## src/rtl/dtm_pkg.sv

```systemverilog
// dtm_pkg: shared types, constants and helpers for the differential thrust mixer
// used by dtm_cfg, dtm_target, dtm_slew and differential_thrust_mixer_slew_core
package dtm_pkg;

    // register indexes on the configuration port
    typedef enum logic [1:0] {
        REG_THROTTLE_GAIN = 2'd0,
        REG_STEER_GAIN    = 2'd1,
        REG_MAX_STEP      = 2'd2
    } reg_index_t;

    localparam logic [11:0]        THROTTLE_GAIN_RESET = 12'd256;
    // steer gain is held premultiplied by 100
    localparam logic [18:0]        STEER_K_RESET       = 19'd25600;
    localparam logic [15:0]        MAX_STEP_RESET      = 16'd0;

    localparam logic signed [10:0] STICK_CENTER        = 11'sd500;
    localparam logic signed [15:0] THR_LIMIT           = 16'sd25600;
    // above this |product|, the divide by five saturates at the limit
    localparam logic [16:0]        THR_MAG_MAX         = 17'd128000;
    // ceil(2^19 / 5); exact floor(m / 5) for m below 2^18
    localparam logic [16:0]        RECIP_5             = 17'd104858;
    localparam int                 RECIP_5_SHIFT       = 19;

    typedef struct packed {
        logic [11:0] throttle_gain;
        logic [18:0] steer_k;
        logic [15:0] max_step;
    } cfg_t;

    typedef struct packed {
        logic               armed;
        logic signed [15:0] left;
        logic signed [15:0] right;
    } tgt_t;

    function automatic logic signed [15:0] sat_thr(input logic signed [20:0] v);
        logic signed [20:0] hi;
        logic signed [20:0] lo;
        hi = {{5{THR_LIMIT[15]}}, THR_LIMIT};
        lo = -hi;
        if (v > hi)
            sat_thr = THR_LIMIT;
        else if (v < lo)
            sat_thr = -THR_LIMIT;
        else
            sat_thr = v[15:0];
    endfunction

endpackage

```

## src/rtl/differential_thrust_mixer_slew_core.sv

```systemverilog
// differential_thrust_mixer_slew_core: top level of the differential thrust mixer
// depends on dtm_pkg, dtm_cfg, dtm_target, dtm_slew
//
//  channel  | handshake             | payload
//  ---------+-----------------------+------------------------------------------
//  input    | in_valid / in_stall   | throttle_stick, yaw_norm, armed
//  output   | out_valid / out_stall | left_thrust, right_thrust
//  config   | cfg_write             | cfg_index, cfg_data
//
// an input beat passes the product, divide, mix and slew registers to the output beat
// one beat per cycle while out_stall is low; the slew registers close the level loop
// stages advance individually, so the input keeps taking beats while there are bubbles
// reset clears stage valids, config registers to their defaults and both levels to zero
module differential_thrust_mixer_slew_core
    import dtm_pkg::*;
(
    input  logic               clk,
    input  logic               rst_n,
    input  logic               in_valid,
    output logic               in_stall,
    input  logic [9:0]         throttle_stick,
    input  logic signed [15:0] yaw_norm,
    input  logic               armed,
    output logic               out_valid,
    input  logic               out_stall,
    output logic signed [15:0] left_thrust,
    output logic signed [15:0] right_thrust,
    input  logic               cfg_write,
    input  logic [1:0]         cfg_index,
    input  logic [15:0]        cfg_data
);

    cfg_t cfg;
    tgt_t tgt;
    logic tgt_valid;
    logic tgt_take;

    dtm_cfg u_cfg (
        .clk       (clk),
        .rst_n     (rst_n),
        .cfg_write (cfg_write),
        .cfg_index (cfg_index),
        .cfg_data  (cfg_data),
        .cfg       (cfg)
    );

    dtm_target u_target (
        .clk            (clk),
        .rst_n          (rst_n),
        .cfg            (cfg),
        .in_valid       (in_valid),
        .in_stall       (in_stall),
        .throttle_stick (throttle_stick),
        .yaw_norm       (yaw_norm),
        .armed          (armed),
        .tgt_valid      (tgt_valid),
        .tgt_take       (tgt_take),
        .tgt            (tgt)
    );

    dtm_slew u_slew (
        .clk          (clk),
        .rst_n        (rst_n),
        .max_step     (cfg.max_step),
        .tgt_valid    (tgt_valid),
        .tgt_take     (tgt_take),
        .tgt          (tgt),
        .out_valid    (out_valid),
        .out_stall    (out_stall),
        .left_thrust  (left_thrust),
        .right_thrust (right_thrust)
    );

endmodule

```

## src/rtl/dtm_cfg.sv

```systemverilog
// dtm_cfg: configuration registers written through a plain write port
// depends on dtm_pkg
module dtm_cfg
    import dtm_pkg::*;
(
    input  logic        clk,
    input  logic        rst_n,
    input  logic        cfg_write,
    input  logic [1:0]  cfg_index,
    input  logic [15:0] cfg_data,
    output cfg_t        cfg
);

    logic [11:0] throttle_gain_reg;
    logic [18:0] steer_k_reg;
    logic [15:0] max_step_reg;
    logic [18:0] steer_k_next;

    // gain * 100 as shifts and adds
    assign steer_k_next = {1'b0, cfg_data[11:0], 6'd0}
                        + {2'b0, cfg_data[11:0], 5'd0}
                        + {5'b0, cfg_data[11:0], 2'd0};

    always_ff @(posedge clk or negedge rst_n)
    begin
        if (!rst_n)
        begin
            throttle_gain_reg <= THROTTLE_GAIN_RESET;
            steer_k_reg       <= STEER_K_RESET;
            max_step_reg      <= MAX_STEP_RESET;
        end
        else if (cfg_write)
        begin
            case (reg_index_t'(cfg_index))
                REG_THROTTLE_GAIN: throttle_gain_reg <= cfg_data[11:0];
                REG_STEER_GAIN:    steer_k_reg       <= steer_k_next;
                REG_MAX_STEP:      max_step_reg      <= cfg_data;
                default:           ;
            endcase
        end
    end

    assign cfg.throttle_gain = throttle_gain_reg;
    assign cfg.steer_k       = steer_k_reg;
    assign cfg.max_step      = max_step_reg;

endmodule

```

## src/rtl/dtm_target.sv

```systemverilog
// dtm_target: three-stage pipeline from stick and yaw to clamped motor targets
// depends on dtm_pkg
module dtm_target
    import dtm_pkg::*;
(
    input  logic               clk,
    input  logic               rst_n,
    input  cfg_t               cfg,
    input  logic               in_valid,
    output logic               in_stall,
    input  logic [9:0]         throttle_stick,
    input  logic signed [15:0] yaw_norm,
    input  logic               armed,
    output logic               tgt_valid,
    input  logic               tgt_take,
    output tgt_t               tgt
);

    logic               v1_reg, v2_reg, v3_reg;
    logic               en1, en2, en3;

    logic               arm1_reg, arm2_reg;
    logic signed [23:0] thr_prod_reg;
    logic signed [35:0] diff_prod_reg;
    logic signed [10:0] stick_off;
    logic signed [23:0] thr_prod_next;
    logic signed [35:0] diff_prod_next;

    logic [23:0]        thr_mag;
    logic [16:0]        thr_mag_c;
    logic [33:0]        thr_quot_full;
    logic [14:0]        thr_q_next;
    logic [14:0]        thr_q_reg;
    logic               thr_neg_reg;
    logic signed [20:0] diff_floor;
    logic [20:0]        diff_sum;
    logic signed [19:0] diff_next;
    logic signed [19:0] diff_reg;

    logic signed [15:0] thrust;
    logic signed [20:0] sum_l, sum_r;
    tgt_t               tgt_next;
    tgt_t               tgt_reg;

    // a stage moves on when it is empty or its beat moves on
    assign en3      = !v3_reg || tgt_take;
    assign en2      = !v2_reg || en3;
    assign en1      = !v1_reg || en2;
    assign in_stall = !en1;

    always_ff @(posedge clk or negedge rst_n)
    begin
        if (!rst_n)
        begin
            v1_reg <= 1'b0;
            v2_reg <= 1'b0;
            v3_reg <= 1'b0;
        end
        else
        begin
            if (en1)
                v1_reg <= in_valid;
            if (en2)
                v2_reg <= v1_reg;
            if (en3)
                v3_reg <= v2_reg;
        end
    end

    // stage 1: raw products
    assign stick_off      = $signed({1'b0, throttle_stick}) - STICK_CENTER;
    assign thr_prod_next  = stick_off * $signed({1'b0, cfg.throttle_gain});
    assign diff_prod_next = yaw_norm * $signed({1'b0, cfg.steer_k});

    always_ff @(posedge clk)
    begin
        if (en1 && in_valid)
        begin
            arm1_reg      <= armed;
            thr_prod_reg  <= thr_prod_next;
            diff_prod_reg <= diff_prod_next;
        end
    end

    // stage 2: divide thrust by five, scale differential down, both toward zero
    assign thr_mag       = thr_prod_reg[23] ? 24'(-thr_prod_reg) : 24'(thr_prod_reg);
    assign thr_mag_c     = (thr_mag > {7'd0, THR_MAG_MAX}) ? THR_MAG_MAX : thr_mag[16:0];
    assign thr_quot_full = thr_mag_c * RECIP_5;
    assign thr_q_next    = thr_quot_full[RECIP_5_SHIFT +: 15];

    assign diff_floor = diff_prod_reg[35:15];
    assign diff_sum   = diff_floor + {20'd0, diff_prod_reg[35] && (|diff_prod_reg[14:0])};
    assign diff_next  = diff_sum[19:0];

    always_ff @(posedge clk)
    begin
        if (en2 && v1_reg)
        begin
            arm2_reg    <= arm1_reg;
            thr_q_reg   <= thr_q_next;
            thr_neg_reg <= thr_prod_reg[23];
            diff_reg    <= diff_next;
        end
    end

    // stage 3: mix and clamp
    assign thrust = thr_neg_reg ? -$signed({1'b0, thr_q_reg}) : $signed({1'b0, thr_q_reg});
    assign sum_l  = {{5{thrust[15]}}, thrust} + {diff_reg[19], diff_reg};
    assign sum_r  = {{5{thrust[15]}}, thrust} - {diff_reg[19], diff_reg};

    always_comb
    begin
        tgt_next.armed = arm2_reg;
        tgt_next.left  = sat_thr(sum_l);
        tgt_next.right = sat_thr(sum_r);
    end

    always_ff @(posedge clk)
    begin
        if (en3 && v2_reg)
            tgt_reg <= tgt_next;
    end

    assign tgt_valid = v3_reg;
    assign tgt       = tgt_reg;

endmodule

```

## src/rtl/dtm_slew.sv

```systemverilog
// dtm_slew: per-motor slew limiter; the level registers are the result register
// depends on dtm_pkg
module dtm_slew
    import dtm_pkg::*;
(
    input  logic               clk,
    input  logic               rst_n,
    input  logic [15:0]        max_step,
    input  logic               tgt_valid,
    output logic               tgt_take,
    input  tgt_t               tgt,
    output logic               out_valid,
    input  logic               out_stall,
    output logic signed [15:0] left_thrust,
    output logic signed [15:0] right_thrust
);

    logic               out_valid_reg;
    logic signed [15:0] left_level_reg, right_level_reg;
    logic signed [15:0] left_level_next, right_level_next;
    logic               advance;
    logic               update;

    function automatic logic signed [15:0] slew_step(
        input logic signed [15:0] level,
        input logic signed [15:0] target,
        input logic [15:0]        step
    );
        logic signed [17:0] delta;
        logic signed [17:0] lim;
        logic signed [17:0] moved;
        delta = {{2{target[15]}}, target} - {{2{level[15]}}, level};
        lim   = {2'b00, step};
        if (step != 16'd0)
        begin
            if (delta > lim)
                delta = lim;
            else if (delta < -lim)
                delta = -lim;
        end
        // the level lands between old level and target, so it stays in range
        moved = {{2{level[15]}}, level} + delta;
        slew_step = moved[15:0];
    endfunction

    assign advance  = !out_valid_reg || !out_stall;
    assign tgt_take = advance;
    assign update   = advance && tgt_valid;

    assign left_level_next  = tgt.armed ? slew_step(left_level_reg, tgt.left, max_step) : '0;
    assign right_level_next = tgt.armed ? slew_step(right_level_reg, tgt.right, max_step) : '0;

    always_ff @(posedge clk or negedge rst_n)
    begin
        if (!rst_n)
        begin
            out_valid_reg   <= 1'b0;
            left_level_reg  <= '0;
            right_level_reg <= '0;
        end
        else
        begin
            if (advance)
                out_valid_reg <= tgt_valid;
            if (update)
            begin
                left_level_reg  <= left_level_next;
                right_level_reg <= right_level_next;
            end
        end
    end

    assign out_valid    = out_valid_reg;
    assign left_thrust  = left_level_reg;
    assign right_thrust = right_level_reg;

    // levels only change when a beat moves into the result register
    a_level_hold: assert property (@(posedge clk) disable iff (!rst_n)
        !update |=> $stable(left_level_reg) && $stable(right_level_reg))
        else $error("level changed without a beat");

    // a disarmed beat clears both levels
    a_disarm_zero: assert property (@(posedge clk) disable iff (!rst_n)
        update && !tgt.armed |=> left_level_reg == 16'sd0 && right_level_reg == 16'sd0)
        else $error("disarmed beat left a nonzero level");

    // levels never leave the thrust range
    a_level_range: assert property (@(posedge clk) disable iff (!rst_n)
        left_level_reg <= THR_LIMIT && left_level_reg >= -THR_LIMIT
        && right_level_reg <= THR_LIMIT && right_level_reg >= -THR_LIMIT)
        else $error("level out of range");

    // an armed beat with limiting moves the left level by at most one step
    a_step_limit: assert property (@(posedge clk) disable iff (!rst_n)
        update && tgt.armed && max_step != 16'd0 |=>
        ($signed({2'b00, $past(max_step)})
            >= $signed({{2{left_level_reg[15]}}, left_level_reg}
             - {{2{$past(left_level_reg[15])}}, $past(left_level_reg)}))
        && ($signed({2'b00, $past(max_step)})
            >= $signed({{2{$past(left_level_reg[15])}}, $past(left_level_reg)}
             - {{2{left_level_reg[15]}}, left_level_reg})))
        else $error("left level moved more than max_step");

endmodule

```

## config.mk

```make
export PLATFORM = sky130hd
export DESIGN_NAME = differential_thrust_mixer_slew_core
export DESIGN_NICKNAME = d
export VERILOG_FILES = /design/src/rtl/dtm_pkg.sv /design/src/rtl/differential_thrust_mixer_slew_core.sv /design/src/rtl/dtm_cfg.sv /design/src/rtl/dtm_target.sv /design/src/rtl/dtm_slew.sv
export SDC_FILE = /design/constraint.sdc
export NUM_CORES = 2
export LEC_CHECK = 0
export ABC_CLOCK_PERIOD_IN_PS = 9120
export BUFFER_PORTS_ARGS = -buffer_cell sky130_fd_sc_hd__buf_2
export CORE_MARGIN = 10
export CORE_UTILIZATION = 45
export CTS_BUF_LIST = sky130_fd_sc_hd__clkbuf_16
export DETAILED_ROUTE_END_ITERATION = 16
export PLACE_DENSITY = 0.74
export SLEW_MARGIN = 5
export SYNTH_ARGS = -nofsm -noshare
export SYNTH_HDL_FRONTEND = slang
export SYNTH_SLANG_ARGS = --single-unit
export TNS_END_PERCENT = 20
```

## constraint.sdc

```tcl
create_clock -name clk -period 9.12 [get_ports clk]
set_clock_uncertainty 0.1 [all_clocks]
set_input_delay 0.456 -clock clk [delete_from_list [all_inputs] [get_ports clk]]
set_output_delay 0.456 -clock clk [all_outputs]
set_load 0.05 [all_outputs]
```

Yosys cells after proc, flatten, opt, wreduce, memory -nomap -nowiden. Cells that the tools add are included.

Add/subtract/negate cells: 13. Magnitude comparators: 9. Mux-type cells: 13. Reduce and logical (&&, ||, !) cells: 23. Multipliers: 3. Equal/unequal tests: 2.

Operators with widths (count): $mux 16 (11); $gt 21x16->1 const B (2); $lt 21x16->1 const B (2); $lt 17x18->1 (2); $mul 16x20->36 (1); $gt 17x17->1 (2); $sub 16x16->17 (2); $mul 17x16->33 const B (1); $add 16x16->16 (2); $gt 24x17->1 const B (1); $mul 11x13->24 (1); $mux 24 (1); $neg 24->24 (1); $add 16x20->21 (1); $sub 16x20->21 (1); $add 20x1->20 (1); $add 18x17->19 (1); $add 19x14->19 (1); $neg 16->18 (1); $mux 17 (1); $neg 15->16 (1); $reduce_bool 16->1 (1); $reduce_or 15->1 (1); $sub 10x9->11 const B (1); other kinds (8) (23).

Output and inout port bits: 34. Bits of input ports: 50. Logic and storage cells: 84. Flip-flop bits (word level): 214.

Depth between registers and ports, before layout.
Depth after elaboration: 7. Mapped depth: 36. Depth with buffers taken out: 35.

By module. A second synthesis with hierarchy kept.

Cells, all modules: 4028. Area, all modules: 36556.3 sq um.

By module, submodules not included: dtm_target (sequential area each 4008.8 sq um, cells an instance 2953, instances 1, area each 27518.9 sq um); dtm_slew (sequential area each 825.8 sq um, cells an instance 868, instances 1, area each 6600.1 sq um); dtm_cfg (sequential area each 1131.1 sq um, cells an instance 207, instances 1, area each 2437.3 sq um).

Worst setup path before layout. Ideal clock, no wire load.

Kind: reg2reg. From: reg u_target.thr_prod_reg[4]. To: reg u_target.thr_q_reg[13], data pin. Path buffers: 2. Cell stages (with the launch flop): 32. Clock period less this slack: 8669 ps. Path slack: 451 ps. Required time: 8756 ps. Setup time: 264 ps. Arrival: 8306 ps. Path through: edfxtp_1 -> or3_1 -> buf_6 -> or3_4 -> or4_4 -> a211oi_2 -> o22ai_1 -> or2_2 -> clkbuf_1 -> nor3_1 -> ha_1 -> inv_1 -> fa_1 -> inv_1 -> fa_1 -> fa_1 -> inv_1 -> fa_1 -> fa_1 -> inv_1 -> ha_1 -> a21o_2 -> a21o_2 -> a21o_1 -> a21o_1 -> a21o_1 -> a211oi_1 -> o21ai_0 -> a21o_1 -> a21oi_1 -> a31oi_1 -> xor2_1.

Cells in the longest elaborated chain, start to end: 5.

RTL lines: start: declaration (line dtm_target.sv:23) `logic signed [23:0] thr_prod_reg;`; start signal: assignment (line dtm_target.sv:80) `thr_prod_reg <= thr_prod_next;`; $neg 24->24 (line dtm_target.sv:86) `assign thr_mag = thr_prod_reg[23] ? 24'(-thr_prod_reg) : 24'(thr_prod_reg);`; $mux 24 (*) (line dtm_target.sv:86); $gt 24x17->1 (line dtm_target.sv:87) `assign thr_mag_c = (thr_mag > {7'd0, THR_MAG_MAX}) ? THR_MAG_MAX : thr_mag[16:0];`; $mux 17 (*) (line dtm_target.sv:87); $mul 17x16->33 (*) (line dtm_target.sv:88) `assign thr_quot_full = thr_mag_c * RECIP_5;`; via u_target.thr_quot_full[32] (line dtm_target.sv:31) `logic [33:0] thr_quot_full;`; end signal: assignment (line dtm_target.sv:100) `thr_q_reg <= thr_q_next;`; end: declaration (line dtm_target.sv:33) `logic [14:0] thr_q_reg;`.

Mark *: on every way through the listed nets, which the timed path passes. The rest lies on a longest branch. A chain may end at the register's enable or synchronous reset.

Worst setup path after layout.
From: reg u_target.thr_prod_reg[0]. To: reg u_target.thr_q_reg[13], data pin.

The elaborated chain is that of the path after synthesis.

==> qor.yml <==
status:
  run_status: "finished clean"
synth:
  netlist_area_sq_um: 35500
  synth_edf_count: 129
  yosysTopAreaCell: "fa_1"
  synth-seq-cells: 210
  synthTopCellsByCount: "inv_1 (668), ha_1 (523), fa_1 (402), nand2_1 (380), nor2_1 (168)"
  ys_types: 93
  syn_nets: 4882
  yosysMostFrequentCell: "inv_1"
  yosys_warnings: 0
  yosysTopAreaCellShare_pct: 22.7
  ys_seq_area_share_pct: 16.6
  synth.area.top_cells: "fa_1 (23%), ha_1 (18%), edfxtp_1 (11%), inv_1 (7.1%), dfrtp_1 (5.4%)"
  synthArstFlopShare_pct: 38.6
  syn_avg_cell_area_sq_um: 9.09
  syn_inst: 3907
  synth-main-ff-cell: "edfxtp_1"
clock_tree:
  clk_latency_ns: 0.56
  htreeDepth: 1
  cts_tree: "yes"
  clock_path_buffers: 3
  cts_buffers: 26
  path_clk_slew_ns: 0.06
  root_buffer: "clkbuf_16"
  cts.sinks: 210
critical_path:
  r2r_start: "u_target.thr_prod_reg[0]$_DFFE_PP_"
  startpoint_type: "flip-flop"
  slowest_delay_ns: 0.64
  r2r_slack_ns: 0.48
  critical_path.slowest_cell: "or4b_2"
  end_kind: "flip-flop"
  critPathRequiredTime_ns: 9.32
  r2r_cells: 31
  cp.arrival_ns: 8.84
  critPathMaxFanout: 6
  path_class: "flip-flop to flip-flop"
  r2r_end: "u_target.thr_q_reg[13]$_DFFE_PP_"
die:
  die-area_sq_um: 90500
  coreArea_sq_um: 77800
  rows: 102
  ios: 84
  fp.dieH_microns: 301
  initial_core_util_pct: 45.6
  die_w_microns: 301
hold_path:
  min_path_type: "input port to flip-flop"
  hold_end: "u_target.v1_reg$_DFFE_PN0N_"
  hp-start: "in_valid"
  hold_depth: 2
timing:
  finalSetupViolCount: 0
  tightest_slew_ns: 1.25
  slew-limit-headroom_pct: 16.1
  hold_viol: 0
  drv_slew: 0
  final.setup.tns_ns: 0
  finalCriticalPeriod_ns: 8.64
  timing.fmax_ghz: 0.116
  rsz0062_at_grt: "false"
  min_period_over_period_pct: 94.7
  whs_ns: 0.0200
drt:
  routed_wl_microns: 85400
  via_per_inst: 5.39
  vias: 27000
  antenna_left: 0
  dr.pass1.iters: 5
  avgRoutedWirePerCell_microns: 17.0
  drc: 0
  drt_iter0_markers: 1750
cells_and_area:
  largest_reg_flops: 34
  drive_above_1_share_pct: 7.03
  instances_no_fill: 5008
  area_growth_pct: 6.98
  final.fill_count: 7364
  nets: 4922
placed_design:
  place_congestion: 0.927
  hpwl_microns: 71200
  portBuffers: 83
  dpl.cell_count: 4951
grt:
  grt_max_degree: 60
  grt_pass1_vias: 28100
  grt_pass1_wl_microns: 143000
  grtUsageTotal_pct: 19.1
  antenna_found_initial: 3
  overflow: 0
flow_run:
  drv_cap: 0
cells by family (layout without fill, tap and decap cells):
logic type               Yosys count  count (layout)  share of synthesized area, %
flip-flops                       210             210                          16.6
multiplexers                      43              43                          1.34
other                              0               1                             0
buffers and inverters            787             847                          8.57
XOR/XNOR                         225             225                          5.55
AND/OR/NAND/NOR                 1140            1140                          16.1
adder cells (fa/ha/maj)          925             925                          41.1
AO/OA/AOI/OAI                    577             577                          10.7
layer usage:
layer  share of wire [%]  global-route usage, %  up-vias
met5               0.022                      0        -
met3                 6.8                   3.72      148
li1                    -                      -    13000
met4                 2.6                   4.77        2
met1                  44                   24.8    13200
met2                  47                   32.2      664
placed cells by master (no fill, tap or decap), types with 20 or more instances in the layout:
cell type	netlist	layout
a21o_1	55	55
a21oi_1	125	124
a31oi_1	24	24
and2_1	150	149
and3_1	25	25
buf_2	1	82
buf_4	2	46
clkbuf_16	0	26
dfrtp_1	77	77
edfxtp_1	129	129
fa_1	402	402
ha_1	523	523
inv_1	668	668
mux2_2	36	36
nand2_1	380	380
nand2b_1	66	66
nand3_1	60	60
nor2_1	168	168
nor2b_1	77	76
nor3_1	81	75
o21ai_0	149	148
o31ai_1	27	27
or2_2	21	20
or3_1	28	28
xnor2_1	154	154
xor2_1	71	71
area by class of cell:
type                            count  area (sq um)  share of cell area, %
Multi-Input combinational cell   2910         26600                   70.0
Antenna cell                        1          2.50                0.00659
Timing Repair Buffer              130           776                   2.04
Clock inverter                     22           228                  0.600
Tap cell                         1040          1300                   3.43
Inverter                          669          2510                   6.61
Sequential cell                   210          5910                   15.6
Clock buffer                       26           651                   1.71
how the worst max path moves through the flow:
stage                                             startpoint                                to  depth (start not counted)  slack, ns
after floorplan           u_target.thr_prod_reg[4]$_DFFE_PP_  u_target.thr_q_reg[13]$_DFFE_PP_                         31       0.45
after global placement    u_target.thr_prod_reg[0]$_DFFE_PP_  u_target.thr_q_reg[13]$_DFFE_PP_                         29       0.41
after detailed placement  u_target.thr_prod_reg[0]$_DFFE_PP_  u_target.thr_q_reg[14]$_DFFE_PP_                         29       0.25
after CTS                 u_target.thr_prod_reg[0]$_DFFE_PP_  u_target.thr_q_reg[14]$_DFFE_PP_                         29       0.21
after global routing      u_target.thr_prod_reg[1]$_DFFE_PP_  u_target.thr_q_reg[14]$_DFFE_PP_                         31       0.02
final                     u_target.thr_prod_reg[0]$_DFFE_PP_  u_target.thr_q_reg[13]$_DFFE_PP_                         31       0.48
worst max-delay path: cells and delay by family, from the launching register on:
kind | cells | cell delay, ns
compound gates | 12 | 2.32
xor+xnor | 1 | 0.16
fa+ha+maj | 8 | 3.29
buf+inv | 6 | 0.48
flops | 1 | 0.47
simple gates | 4 | 1.55
what timing repair did:
item,in CTS,in global routing
resized for setup,0,11
hold buffers,2,0
setup endpoints to repair,0,6
buffers inserted,0,6
endpoints found under the hold margin,27,0
metrics by stage:
step	util, %	area (sq um)	worst slack (ns)
2_1_floorplan	-	35500	0.451
3_3_place_gp	47.5	37000	0.407
3_5_place_dp	47.5	37000	0.249
4_1_cts	48.7	37900	0.212
5_1_grt	48.8	38000	0.0192
6_report	48.8	38000	0.480
Power is not shown: default switching activity piles up to over one toggle a cycle in this logic, so the estimate is an artifact.
